$ cat src/design/tkh_pkg.sv
// ----------------------------------------------------------------------------
// tkh_pkg
// Shared types and constants of the TEA keyed hash: reset values of the
// configuration registers, the TEA round constant and the job format passed
// from the byte packer to the round engine.
// ----------------------------------------------------------------------------
package tkh_pkg;

  localparam logic [31:0] TEA_DELTA          = 32'h9E37_79B9;
  localparam logic [31:0] KEY_HIGH_RESET     = 32'h9464_A485;
  localparam logic [31:0] KEY_LOW_RESET      = 32'h542E_1A94;
  localparam logic [5:0]  BLOCK_ROUNDS_RESET = 6'd6;
  localparam logic [5:0]  FINAL_ROUNDS_RESET = 6'd10;

  // Register values seen by the datapath
  typedef struct packed {
    logic [31:0] key_high;
    logic [31:0] key_low;
    logic [5:0]  block_rounds;
    logic [5:0]  final_rounds;
  } cfg_t;

  // One block of work for the round engine
  typedef struct packed {
    logic [3:0][31:0] word;
    logic [5:0]       rounds;
    logic             is_final;
    logic             too_long;
  } job_t;

  // Up to two jobs queued in one cycle; b is only valid together with a
  typedef struct packed {
    logic a_valid;
    logic b_valid;
    job_t a;
    job_t b;
  } push_t;

endpackage

$ cat src/design/tkh_msg_if.sv
// ----------------------------------------------------------------------------
// tkh_msg_if
// Message byte channel: valid/ready handshake with one byte and its flags.
// ----------------------------------------------------------------------------
interface tkh_msg_if;
  logic       valid;
  logic       ready;
  logic [7:0] data_byte;
  logic       has_byte;
  logic       last_item;

  modport source (output valid, output data_byte, output has_byte, output last_item,
                  input ready);
  modport sink (input valid, input data_byte, input has_byte, input last_item,
                output ready);
endinterface

$ cat src/design/tkh_hash_if.sv
// ----------------------------------------------------------------------------
// tkh_hash_if
// Hash result channel: valid/ready handshake with the hash word and its flag.
// ----------------------------------------------------------------------------
interface tkh_hash_if;
  logic        valid;
  logic        ready;
  logic [31:0] hash_value;
  logic        too_long;

  modport source (output valid, output hash_value, output too_long, input ready);
  modport sink (input valid, input hash_value, input too_long, output ready);
endinterface

$ cat src/design/tkh_cfg.sv
// ----------------------------------------------------------------------------
// tkh_cfg
// APB register file: hash key words and the two round counts.
// ----------------------------------------------------------------------------
module tkh_cfg
  import tkh_pkg::*;
(
  input  logic        clk,
  input  logic        rst,
  input  logic        psel,
  input  logic        penable,
  input  logic        pwrite,
  input  logic [3:0]  paddr,
  input  logic [31:0] pwdata,
  output logic [31:0] prdata,
  output logic        pready,
  output cfg_t        cfg
);

  localparam logic [1:0] REG_KEY_HIGH     = 2'd0;
  localparam logic [1:0] REG_KEY_LOW      = 2'd1;
  localparam logic [1:0] REG_BLOCK_ROUNDS = 2'd2;
  localparam logic [1:0] REG_FINAL_ROUNDS = 2'd3;

  logic       wr_en;
  logic [1:0] reg_sel;

  assign pready  = 1'b1;
  assign wr_en   = psel & penable & pwrite;
  assign reg_sel = paddr[3:2];

  // Write registers in the access phase
  always_ff @(posedge clk) begin
    if (rst) begin
      cfg.key_high     <= KEY_HIGH_RESET;
      cfg.key_low      <= KEY_LOW_RESET;
      cfg.block_rounds <= BLOCK_ROUNDS_RESET;
      cfg.final_rounds <= FINAL_ROUNDS_RESET;
    end else if (wr_en) begin
      unique case (reg_sel)
        REG_KEY_HIGH:     cfg.key_high     <= pwdata;
        REG_KEY_LOW:      cfg.key_low      <= pwdata;
        REG_BLOCK_ROUNDS: cfg.block_rounds <= pwdata[5:0];
        REG_FINAL_ROUNDS: cfg.final_rounds <= pwdata[5:0];
        default: ;
      endcase
    end
  end

  // Read back the addressed register
  always_comb begin
    unique case (reg_sel)
      REG_KEY_HIGH:     prdata = cfg.key_high;
      REG_KEY_LOW:      prdata = cfg.key_low;
      REG_BLOCK_ROUNDS: prdata = {26'd0, cfg.block_rounds};
      REG_FINAL_ROUNDS: prdata = {26'd0, cfg.final_rounds};
      default:          prdata = 32'd0;
    endcase
  end

endmodule

$ cat src/design/tkh_front.sv
// ----------------------------------------------------------------------------
// tkh_front
// Byte packer: collects message bytes into a 16-byte block, tracks the
// message length and builds block and final jobs for the round engine.
// ----------------------------------------------------------------------------
module tkh_front
  import tkh_pkg::*;
#(
  parameter int LENGTH_BITS = 16
) (
  input  logic        clk,
  input  logic        rst,
  tkh_msg_if.sink     msg,
  input  cfg_t        cfg,
  input  logic        room,
  output push_t       push
);

  logic [7:0]             store [16];
  logic [15:0][7:0]       store_eff;
  logic [3:0]             fill;
  logic [3:0]             fill_next;
  logic [LENGTH_BITS-1:0] len;
  logic [LENGTH_BITS-1:0] len_next;
  logic                   ovf;
  logic                   ovf_next;
  logic                   acc;
  logic                   take;
  logic                   fin;
  logic                   blk_done;
  logic [1:0]             q;
  logic [1:0]             m;
  logic [31:0]            len32;
  logic [31:0]            pad_half;
  logic [31:0]            pad;
  logic [3:0][31:0]       blk_w;
  logic [3:0][31:0]       fin_w;
  job_t                   blk_job;
  job_t                   fin_job;

  function automatic logic [31:0] sx8(input logic [7:0] b);
    return {{24{b[7]}}, b};
  endfunction

  function automatic logic [31:0] pack_word(input logic [7:0] b0, input logic [7:0] b1,
                                            input logic [7:0] b2, input logic [7:0] b3);
    return sx8(b0) | (sx8(b1) << 8) | (sx8(b2) << 16) | (sx8(b3) << 24);
  endfunction

  assign msg.ready = room;
  assign acc       = msg.valid & msg.ready;
  assign take      = acc & msg.has_byte;
  assign fin       = acc & msg.last_item;
  assign blk_done  = take && (fill == 4'd15);
  assign fill_next = fill + {3'd0, take};
  assign len_next  = len + LENGTH_BITS'(take);
  assign ovf_next  = ovf | (take && (len == '1));

  // View the store with this cycle's byte already written
  always_comb begin
    for (int i = 0; i < 16; i++) begin
      store_eff[i] = (take && (fill == 4'(i))) ? msg.data_byte : store[i];
    end
  end

  // Pack full-block words
  always_comb begin
    for (int k = 0; k < 4; k++) begin
      blk_w[k] = pack_word(store_eff[4*k], store_eff[4*k+1],
                           store_eff[4*k+2], store_eff[4*k+3]);
    end
  end

  // Build the length pad and the final block from leftover bytes
  assign len32    = 32'(len_next);
  assign pad_half = len32 | (len32 << 8);
  assign pad      = pad_half | (pad_half << 16);
  assign q        = fill_next[3:2];
  assign m        = fill_next[1:0];

  always_comb begin
    logic [31:0] part;
    for (int k = 0; k < 4; k++) begin
      part = pad;
      for (int j = 0; j < 3; j++) begin
        if (2'(j) < m) begin
          part = (part << 8) | sx8(store_eff[4*k+j]);
        end
      end
      if (2'(k) < q) begin
        fin_w[k] = blk_w[k];
      end else if (2'(k) == q) begin
        fin_w[k] = part;
      end else begin
        fin_w[k] = pad;
      end
    end
  end

  // Form jobs; a byte that closes a block on the last item queues two
  always_comb begin
    blk_job.word     = blk_w;
    blk_job.rounds   = cfg.block_rounds;
    blk_job.is_final = 1'b0;
    blk_job.too_long = 1'b0;
    fin_job.word     = fin_w;
    fin_job.rounds   = cfg.final_rounds;
    fin_job.is_final = 1'b1;
    fin_job.too_long = ovf_next;
    push.a_valid     = blk_done | fin;
    push.b_valid     = blk_done & fin;
    push.a           = blk_done ? blk_job : fin_job;
    push.b           = fin_job;
  end

  // Hold bytes of the current block
  always_ff @(posedge clk) begin
    if (take) begin
      store[fill] <= msg.data_byte;
    end
  end

  // Advance fill and length; clear at message end
  always_ff @(posedge clk) begin
    if (rst) begin
      fill <= '0;
      len  <= '0;
      ovf  <= 1'b0;
    end else if (acc) begin
      fill <= fin ? '0 : fill_next;
      len  <= fin ? '0 : len_next;
      ovf  <= fin ? 1'b0 : ovf_next;
    end
  end

endmodule

$ cat src/design/tkh_queue.sv
// ----------------------------------------------------------------------------
// tkh_queue
// Four-entry job queue between the byte packer and the round engine.
// Takes up to two jobs per cycle and hands out one.
// ----------------------------------------------------------------------------
module tkh_queue
  import tkh_pkg::*;
(
  input  logic  clk,
  input  logic  rst,
  input  push_t push,
  output logic  room,
  input  logic  pop,
  output logic  head_valid,
  output job_t  head
);

  job_t       slots [4];
  logic [1:0] wr_ptr;
  logic [1:0] rd_ptr;
  logic [2:0] count;
  logic [1:0] push_n;

  assign push_n     = {1'b0, push.a_valid} + {1'b0, push.b_valid};
  assign room       = (count <= 3'd2);
  assign head_valid = (count != 3'd0);
  assign head       = slots[rd_ptr];

  // Store incoming jobs
  always_ff @(posedge clk) begin
    if (push.a_valid) begin
      slots[wr_ptr] <= push.a;
    end
    if (push.b_valid) begin
      slots[wr_ptr + 2'd1] <= push.b;
    end
  end

  // Advance pointers and occupancy
  always_ff @(posedge clk) begin
    if (rst) begin
      wr_ptr <= '0;
      rd_ptr <= '0;
      count  <= '0;
    end else begin
      wr_ptr <= wr_ptr + push_n;
      rd_ptr <= rd_ptr + {1'b0, pop};
      count  <= count + {1'b0, push_n} - {2'b0, pop};
    end
  end

endmodule

$ cat src/design/tkh_back.sv
// ----------------------------------------------------------------------------
// tkh_back
// Round engine: runs TEA rounds, one half-round per cycle, on each job,
// folds the result into the chaining words and emits the hash on final jobs.
// ----------------------------------------------------------------------------
module tkh_back
  import tkh_pkg::*;
(
  input  logic      clk,
  input  logic      rst,
  input  cfg_t      cfg,
  input  logic      head_valid,
  input  job_t      head,
  output logic      pop,
  tkh_hash_if.source hash
);

  localparam logic [1:0] ST_IDLE = 2'd0;
  localparam logic [1:0] ST_HIGH = 2'd1;
  localparam logic [1:0] ST_LOW  = 2'd2;
  localparam logic [1:0] ST_FOLD = 2'd3;

  logic [1:0]  state;
  job_t        cur;
  logic [31:0] x0;
  logic [31:0] x1;
  logic [31:0] sum;
  logic [5:0]  left;
  logic [31:0] chain_high;
  logic [31:0] chain_low;
  logic [31:0] sum_high;
  logic [31:0] sum_low;
  logic        out_valid;
  logic [31:0] out_hash;
  logic        out_long;
  logic        out_free;

  function automatic logic [31:0] tea_f(input logic [31:0] x, input logic [31:0] wa,
                                        input logic [31:0] wb, input logic [31:0] s);
    return ((x << 4) + wa) ^ (x + s) ^ ((x >> 5) + wb);
  endfunction

  assign pop        = (state == ST_IDLE) && head_valid;
  assign out_free   = !out_valid || hash.ready;
  assign sum_high   = chain_high + x0;
  assign sum_low    = chain_low + x1;
  assign hash.valid      = out_valid;
  assign hash.hash_value = out_hash;
  assign hash.too_long   = out_long;

  // Sequence rounds and fold into the chain
  always_ff @(posedge clk) begin
    if (rst) begin
      state      <= ST_IDLE;
      chain_high <= KEY_HIGH_RESET;
      chain_low  <= KEY_LOW_RESET;
    end else begin
      unique case (state)
        ST_IDLE: begin
          if (head_valid) begin
            state <= ST_HIGH;
          end
        end
        ST_HIGH: state <= ST_LOW;
        ST_LOW: begin
          state <= (left == 6'd1) ? ST_FOLD : ST_HIGH;
        end
        ST_FOLD: begin
          if (!cur.is_final) begin
            chain_high <= sum_high;
            chain_low  <= sum_low;
            state      <= ST_IDLE;
          end else if (out_free) begin
            chain_high <= cfg.key_high;
            chain_low  <= cfg.key_low;
            state      <= ST_IDLE;
          end
        end
        default: state <= ST_IDLE;
      endcase
    end
  end

  // Round datapath
  always_ff @(posedge clk) begin
    case (state)
      ST_IDLE: begin
        cur  <= head;
        x0   <= chain_high;
        x1   <= chain_low;
        sum  <= TEA_DELTA;
        left <= (head.rounds == 6'd0) ? 6'd1 : head.rounds;
      end
      ST_HIGH: x0 <= x0 + tea_f(x1, cur.word[0], cur.word[1], sum);
      ST_LOW: begin
        x1   <= x1 + tea_f(x0, cur.word[2], cur.word[3], sum);
        sum  <= sum + TEA_DELTA;
        left <= left - 6'd1;
      end
      default: ;
    endcase
  end

  // Hold the result until taken
  always_ff @(posedge clk) begin
    if (rst) begin
      out_valid <= 1'b0;
    end else if (state == ST_FOLD && cur.is_final && out_free) begin
      out_valid <= 1'b1;
    end else if (hash.ready) begin
      out_valid <= 1'b0;
    end
  end

  always_ff @(posedge clk) begin
    if (state == ST_FOLD && cur.is_final && out_free) begin
      out_hash <= sum_high ^ sum_low;
      out_long <= cur.too_long;
    end
  end

endmodule

$ cat src/design/tea_keyed_name_hash.sv
// ----------------------------------------------------------------------------
// tea_keyed_name_hash
// Keyed 32-bit hash of a byte stream from TEA rounds in a Davies-Meyer chain.
// ----------------------------------------------------------------------------
// The block takes one message byte per cycle on msg while msg.ready is high
// and returns one hash on hash for each item flagged last_item. A packer
// gathers 16-byte blocks and queues a job per full block, plus a padded
// final job at message end, into a four-entry queue; the round engine runs
// one TEA half-round per cycle, with a round count of 0 run as one round,
// and a final job stays in its fold state while the previous hash still
// waits in the output register. With block_rounds up to 7 a full block
// finishes while the next block's bytes arrive, and bytes stream at one per
// cycle; larger round counts or a final job hold msg.ready low once the
// queue has fewer than two free entries. The key registers are sampled
// when a message's hash is produced, so a new key applies from the message
// after the next one started.
// ----------------------------------------------------------------------------
module tea_keyed_name_hash
  import tkh_pkg::*;
#(
  parameter int LENGTH_BITS = 16
) (
  input  logic        clk,
  input  logic        rst,
  tkh_msg_if.sink     msg,
  tkh_hash_if.source  hash,
  input  logic        psel,
  input  logic        penable,
  input  logic        pwrite,
  input  logic [3:0]  paddr,
  input  logic [31:0] pwdata,
  output logic [31:0] prdata,
  output logic        pready
);

  cfg_t  cfg;
  push_t push;
  logic  room;
  logic  pop;
  logic  head_valid;
  job_t  head;

  // Configuration registers
  tkh_cfg u_cfg (
    .clk     (clk),
    .rst     (rst),
    .psel    (psel),
    .penable (penable),
    .pwrite  (pwrite),
    .paddr   (paddr),
    .pwdata  (pwdata),
    .prdata  (prdata),
    .pready  (pready),
    .cfg     (cfg)
  );

  // Byte packer
  tkh_front #(
    .LENGTH_BITS (LENGTH_BITS)
  ) u_front (
    .clk  (clk),
    .rst  (rst),
    .msg  (msg),
    .cfg  (cfg),
    .room (room),
    .push (push)
  );

  // Job queue
  tkh_queue u_queue (
    .clk        (clk),
    .rst        (rst),
    .push       (push),
    .room       (room),
    .pop        (pop),
    .head_valid (head_valid),
    .head       (head)
  );

  // Round engine
  tkh_back u_back (
    .clk        (clk),
    .rst        (rst),
    .cfg        (cfg),
    .head_valid (head_valid),
    .head       (head),
    .pop        (pop),
    .hash       (hash)
  );

endmodule
$ cat src/flat_wrapper.sv
// flat-port wrapper written by rule: the top's interface ports become plain ports
module tea_keyed_name_hash_flat import tkh_pkg::*;
#(
  parameter int LENGTH_BITS = 16
)
  (clk, rst, psel, penable, pwrite, paddr, pwdata, prdata, pready, msg_valid, msg_data_byte, msg_has_byte, msg_last_item, msg_ready, hash_valid, hash_hash_value, hash_too_long, hash_ready);
  tkh_msg_if msg_i ();
  tkh_hash_if hash_i ();
  input  logic clk;
  input  logic rst;
  input  logic psel;
  input  logic penable;
  input  logic pwrite;
  input  logic [3:0] paddr;
  input  logic [31:0] pwdata;
  output logic [31:0] prdata;
  output logic pready;
  input wire logic [$bits(msg_i.valid)-1:0] msg_valid;
  input wire logic [$bits(msg_i.data_byte)-1:0] msg_data_byte;
  input wire logic [$bits(msg_i.has_byte)-1:0] msg_has_byte;
  input wire logic [$bits(msg_i.last_item)-1:0] msg_last_item;
  output wire logic [$bits(msg_i.ready)-1:0] msg_ready;
  output wire logic [$bits(hash_i.valid)-1:0] hash_valid;
  output wire logic [$bits(hash_i.hash_value)-1:0] hash_hash_value;
  output wire logic [$bits(hash_i.too_long)-1:0] hash_too_long;
  input wire logic [$bits(hash_i.ready)-1:0] hash_ready;
  assign msg_i.valid = msg_valid;
  assign msg_i.data_byte = msg_data_byte;
  assign msg_i.has_byte = msg_has_byte;
  assign msg_i.last_item = msg_last_item;
  assign msg_ready = msg_i.ready;
  assign hash_valid = hash_i.valid;
  assign hash_hash_value = hash_i.hash_value;
  assign hash_too_long = hash_i.too_long;
  assign hash_i.ready = hash_ready;
  tea_keyed_name_hash #(.LENGTH_BITS(LENGTH_BITS)) u_core (.clk(clk), .rst(rst), .msg(msg_i), .hash(hash_i), .psel(psel), .penable(penable), .pwrite(pwrite), .paddr(paddr), .pwdata(pwdata), .prdata(prdata), .pready(pready));
endmodule
$ cat config.mk
export PLATFORM = sky130hd
export DESIGN_NAME = tea_keyed_name_hash_flat
export DESIGN_NICKNAME = d
export VERILOG_FILES = /design/src/design/tkh_pkg.sv /design/src/design/tkh_msg_if.sv /design/src/design/tkh_hash_if.sv /design/src/design/tkh_cfg.sv /design/src/design/tkh_front.sv /design/src/design/tkh_queue.sv /design/src/design/tkh_back.sv /design/src/design/tea_keyed_name_hash.sv /design/src/flat_wrapper.sv
export SDC_FILE = /design/constraint.sdc
export NUM_CORES = 2
export LEC_CHECK = 0
export BUFFER_PORTS_ARGS = -buffer_cell sky130_fd_sc_hd__buf_2
export CAP_MARGIN = 10
export CORE_MARGIN = 5
export CORE_UTILIZATION = 40
export DETAILED_ROUTE_END_ITERATION = 10
export MAX_ROUTING_LAYER = met4
export PLACE_DENSITY = 0.58
export SLEW_MARGIN = 25
export SYNTH_ARGS = -nofsm -noshare
export SYNTH_HDL_FRONTEND = slang
export SYNTH_SLANG_ARGS = --single-unit
$ cat constraint.sdc
create_clock -name clk -period 10.2 [get_ports clk]
set_input_delay 3.06 -clock clk [delete_from_list [all_inputs] [get_ports clk]]
set_output_delay 3.06 -clock clk [all_outputs]
set_load 0.02 [all_outputs]
==> reports/metrics.cfg <==
[run_status]
outcome=finished, final reports clean

[route]
ant_nets=0
drc_errors=0
drtIter0Drc=6625
finalWirelength_mm=258
dr.pass1.iters=6
vias=55600
via_per_inst=6.29
wl_per_cell_um=29.1

[clock_tree]
insertion_delay_ns=0.81
max-clock-path-buffers=3
root_buffer=clkbuf_16
post-cts-setup-buffers=0
cts_buffers=120
cts_hold_buf=0
cts_sinks=1100
cts.repair.resized=0
cts_tree=built
clk_pin_slew_ns=0.06
h-tree-depth=3

[floorplan]
pin_count=121
die_w_um=421
rows=150
core-area_um2=168000
die_h_um=421
start_util=0.403
die-area_um2=177000

[min_path]
hold_path.class=flip-flop to flip-flop
hold_start=u_core.u_cfg.cfg[34]

[final_layout]
final_layout_size_suffix_gt1_frac=0.110
multi_input_area_um2=34900
fill_cells=15800
regArea_um2=31300
final_net_count=6905
area_delta_synth_final_pct=11.3
finalInstanceArea_um2=75200

[power_and_ir_drop]
clkPwrFrac=0.144
leakage_nw=26.8
p_sw_frac=0.464
total_power_mw=31.4
pwr-share-seq=0.205
netSwitchingPower_mw=14.6
p_comb_frac=0.650
power.internal_mw=16.8
ir_worst_vdd_mv=0.349
power_density_nw_per_um2=417

[global_routing]
antenna_found_initial=18
gr-usage-met3=0.0549
grt-busiest-layer=met2
met2_usage=0.445
grt_pass1_vias=53500
grt_usage=0.287
grtUsageMet1=0.369
grt_pass1_wl_mm=370
grt_max_degree=81
grt_overflow=0

[synthesis]
syn_inst=6521
synth_area_um2=67600
seq_area_frac_synth=0.463
synth_compound_area_frac=0.194
synthFlopType=edfxtp_1
synth_mux_area_frac=0.0801
ys_seq_elements=1100
synth-xor-area-share=0.0651
async_reset_ff_frac=0
synth_edf_count=925
synthSimpleGateAreaFrac=0.110
syn_area_per_cell_um2=10.4
synth_fa_ha_area_frac=0.0621
ys_types=94
synth_warnings=0
synth_top_family_by_area=compound AO/OA/AOI/OAI gates
synth_nets=6903

[timing]
setup_viol=0
finalSetupTns_ns=0
slew_headroom=0.225
rsz0062_at_grt=false
worst_slack_ns=2.71
skew_ns=0.0705
period_needed_ns=7.49
hold_slack_ns=0.482
period_share=0.734
worst_pin_slew_ns=1.15
hold_viol=0
slew_violations=0
max_freq_mhz=133

[place]
port_buffers=117
pre_cts_slack_ns=2.46
placed_cell_area_um2=71100
dp_hpwl_mm=185
gp_congestion=0.988

[setup_path]
rr_startpoint=u_core.u_back.x0[5]
cp.arrival_ns=4.43
cp-start-kind=input pin
startpoint=paddr[2]
cp-end-kind=output port
path_class=input pin to output port
crit_required_ns=7.14
cp_max_fo=26

[job]
cap_violations=0

[flip-flops by register name, summed over array words and instances (netlist names)]
name	cells
u_core.u_back.x0	32
u_core.u_back.left	6
u_core.u_queue.slots	544
u_core.u_back.hash.too_long	1
u_core.u_front.ovf	1
u_core.u_back.sum	32
u_core.u_queue.wr_ptr	2
u_core.u_back.chain_low	32
u_core.u_back.state	2
u_core.u_back.chain_high	32
u_core.u_front.len	16
u_core.u_back.x1	32
u_core.u_back.hash.hash_value	32
u_core.u_front.fill	4
u_core.u_cfg.cfg	76
u_core.u_queue.rd_ptr	2
u_core.u_back.cur	130
u_core.u_queue.count	3
u_core.u_back.hash.valid	1
u_core.u_front.store	120
[power by group through the flow]
stage	clock, mW	sequential, mW	combinational [mW]
2_1_floorplan	0	6.16	15.1
3_3_place_gp	0	6.52	20.1
3_5_place_dp	0	6.52	20.2
4_1_cts	4.59	6.43	20.3
5_1_grt	4.78	6.48	22.3
6_report	4.52	6.44	20.4
[cell families after synthesis]
logic type               count (synthesis)
AO/OA/AOI/OAI                         2085
XOR/XNOR                               498
adder cells (fa/ha/maj)                329
buffers and inverters                  473
flip-flops                            1100
multiplexers                           356
other                                    1
AND/OR/NAND/NOR                       1679
[placed cells by master, fill, tap and decap left out, types with 16 or more instances in the layout]
master	instances
edfxtp_1	925
nand2_1	734
a21oi_1	495
nor2_1	415
o21ai_0	398
o22ai_1	396
xnor2_1	383
ha_1	316
mux2i_1	176
dfxtp_1	173
a21o_1	156
mux4_2	145
buf_4	140
nand3_1	136
clkbuf_16	120
buf_2	118
xor2_1	106
inv_1	82
o21ai_1	74
a22o_1	70
o211ai_1	64
nor3_1	60
a211oi_1	58
o21bai_1	50
and3_1	47
and2_1	45
a31oi_1	43
nand2b_1	43
nand4_1	40
o21a_1	34
nor2b_1	32
mux2_2	29
a22oi_1	27
a221oi_1	24
clkbuf_1	23
clkinv_1	21
a221o_1	19
o31ai_1	16
[synthesized netlist by cell type (all sizes together) (15+ instances only)]
| cell type | count | area [um2] |
|---|---|---|
| dfxtp | 175 | 3500 |
| or3 | 17 | 111 |
| mux2 | 29 | 327 |
| edfxtp | 925 | 27800 |
| nand4 | 41 | 263 |
| o21ai | 478 | 2400 |
| nor2b | 32 | 200 |
| mux4 | 145 | 3270 |
| clkbuf | 323 | 1210 |
| a21oi | 500 | 2510 |
| nand3 | 138 | 691 |
| a22oi | 27 | 203 |
| o21bai | 50 | 375 |
| and3 | 48 | 300 |
| a31o | 15 | 131 |
| a211oi | 58 | 435 |
| and4 | 15 | 131 |
| mux2i | 182 | 1820 |
| nor3 | 68 | 345 |
| o211ai | 64 | 480 |
| a31oi | 43 | 269 |
| a221oi | 24 | 210 |
| ha | 318 | 3980 |
| xor2 | 109 | 955 |
| a22o | 70 | 613 |
| buf | 63 | 260 |
| nor2 | 429 | 1630 |
| a21o | 156 | 1170 |
| a221o | 19 | 190 |
| a2111oi | 15 | 134 |
| and2 | 49 | 307 |
| xnor2 | 386 | 3380 |
| o31ai | 16 | 120 |
| nand2 | 746 | 2800 |
| o21a | 34 | 255 |
| o22ai | 396 | 2480 |
| inv | 86 | 323 |
| nand2b | 43 | 269 |
[critical path, stage by stage]
cell	delay, ns
buf_2	0.29
buf_4	0.48
mux2i_1	0.27
nor2_1	0.08
buf_2	0.21
[per-layer routing]
metal	wire length (um)	vias to the layer above	part of all wire
met4	13100	0	0.051
met3	23800	664	0.092
met1	104000	27200	0.40
met2	117000	2882	0.45
li1	-	24900	-
met5	0	-	0
[cell type report]
type                       instances  share of cell area
sequential                      1100               0.416
timing repair buffer             266              0.0241
inverter                          87             0.00437
antenna                           14            0.000466
tap                             2204              0.0367
multi-input combinational       4948               0.464
clock buffer                     147              0.0418
clock inverter                    77              0.0123
[through the flow]
stage          cells  utilization
4_1_cts         8828        0.448
3_5_place_dp    8604        0.424
5_1_grt         8837        0.449
6_report        8843        0.449
3_3_place_gp    8602        0.424
2_1_floorplan   6521            -
[worst paths after layout]
| path | slack [ns] | depth (start not counted) | to |
|---|---|---|---|
| worst min-delay path | 0.48 | 2 | u_core.u_cfg.cfg[34] |
| worst min register to register | 0.48 | 2 | u_core.u_cfg.cfg[34] |
| worst max register to register | 3.10 | 23 | u_core.u_back.x1[31] |
| worst max-delay path | 2.71 | 5 | prdata[26] |
Power figures use the tool's default switching activity.
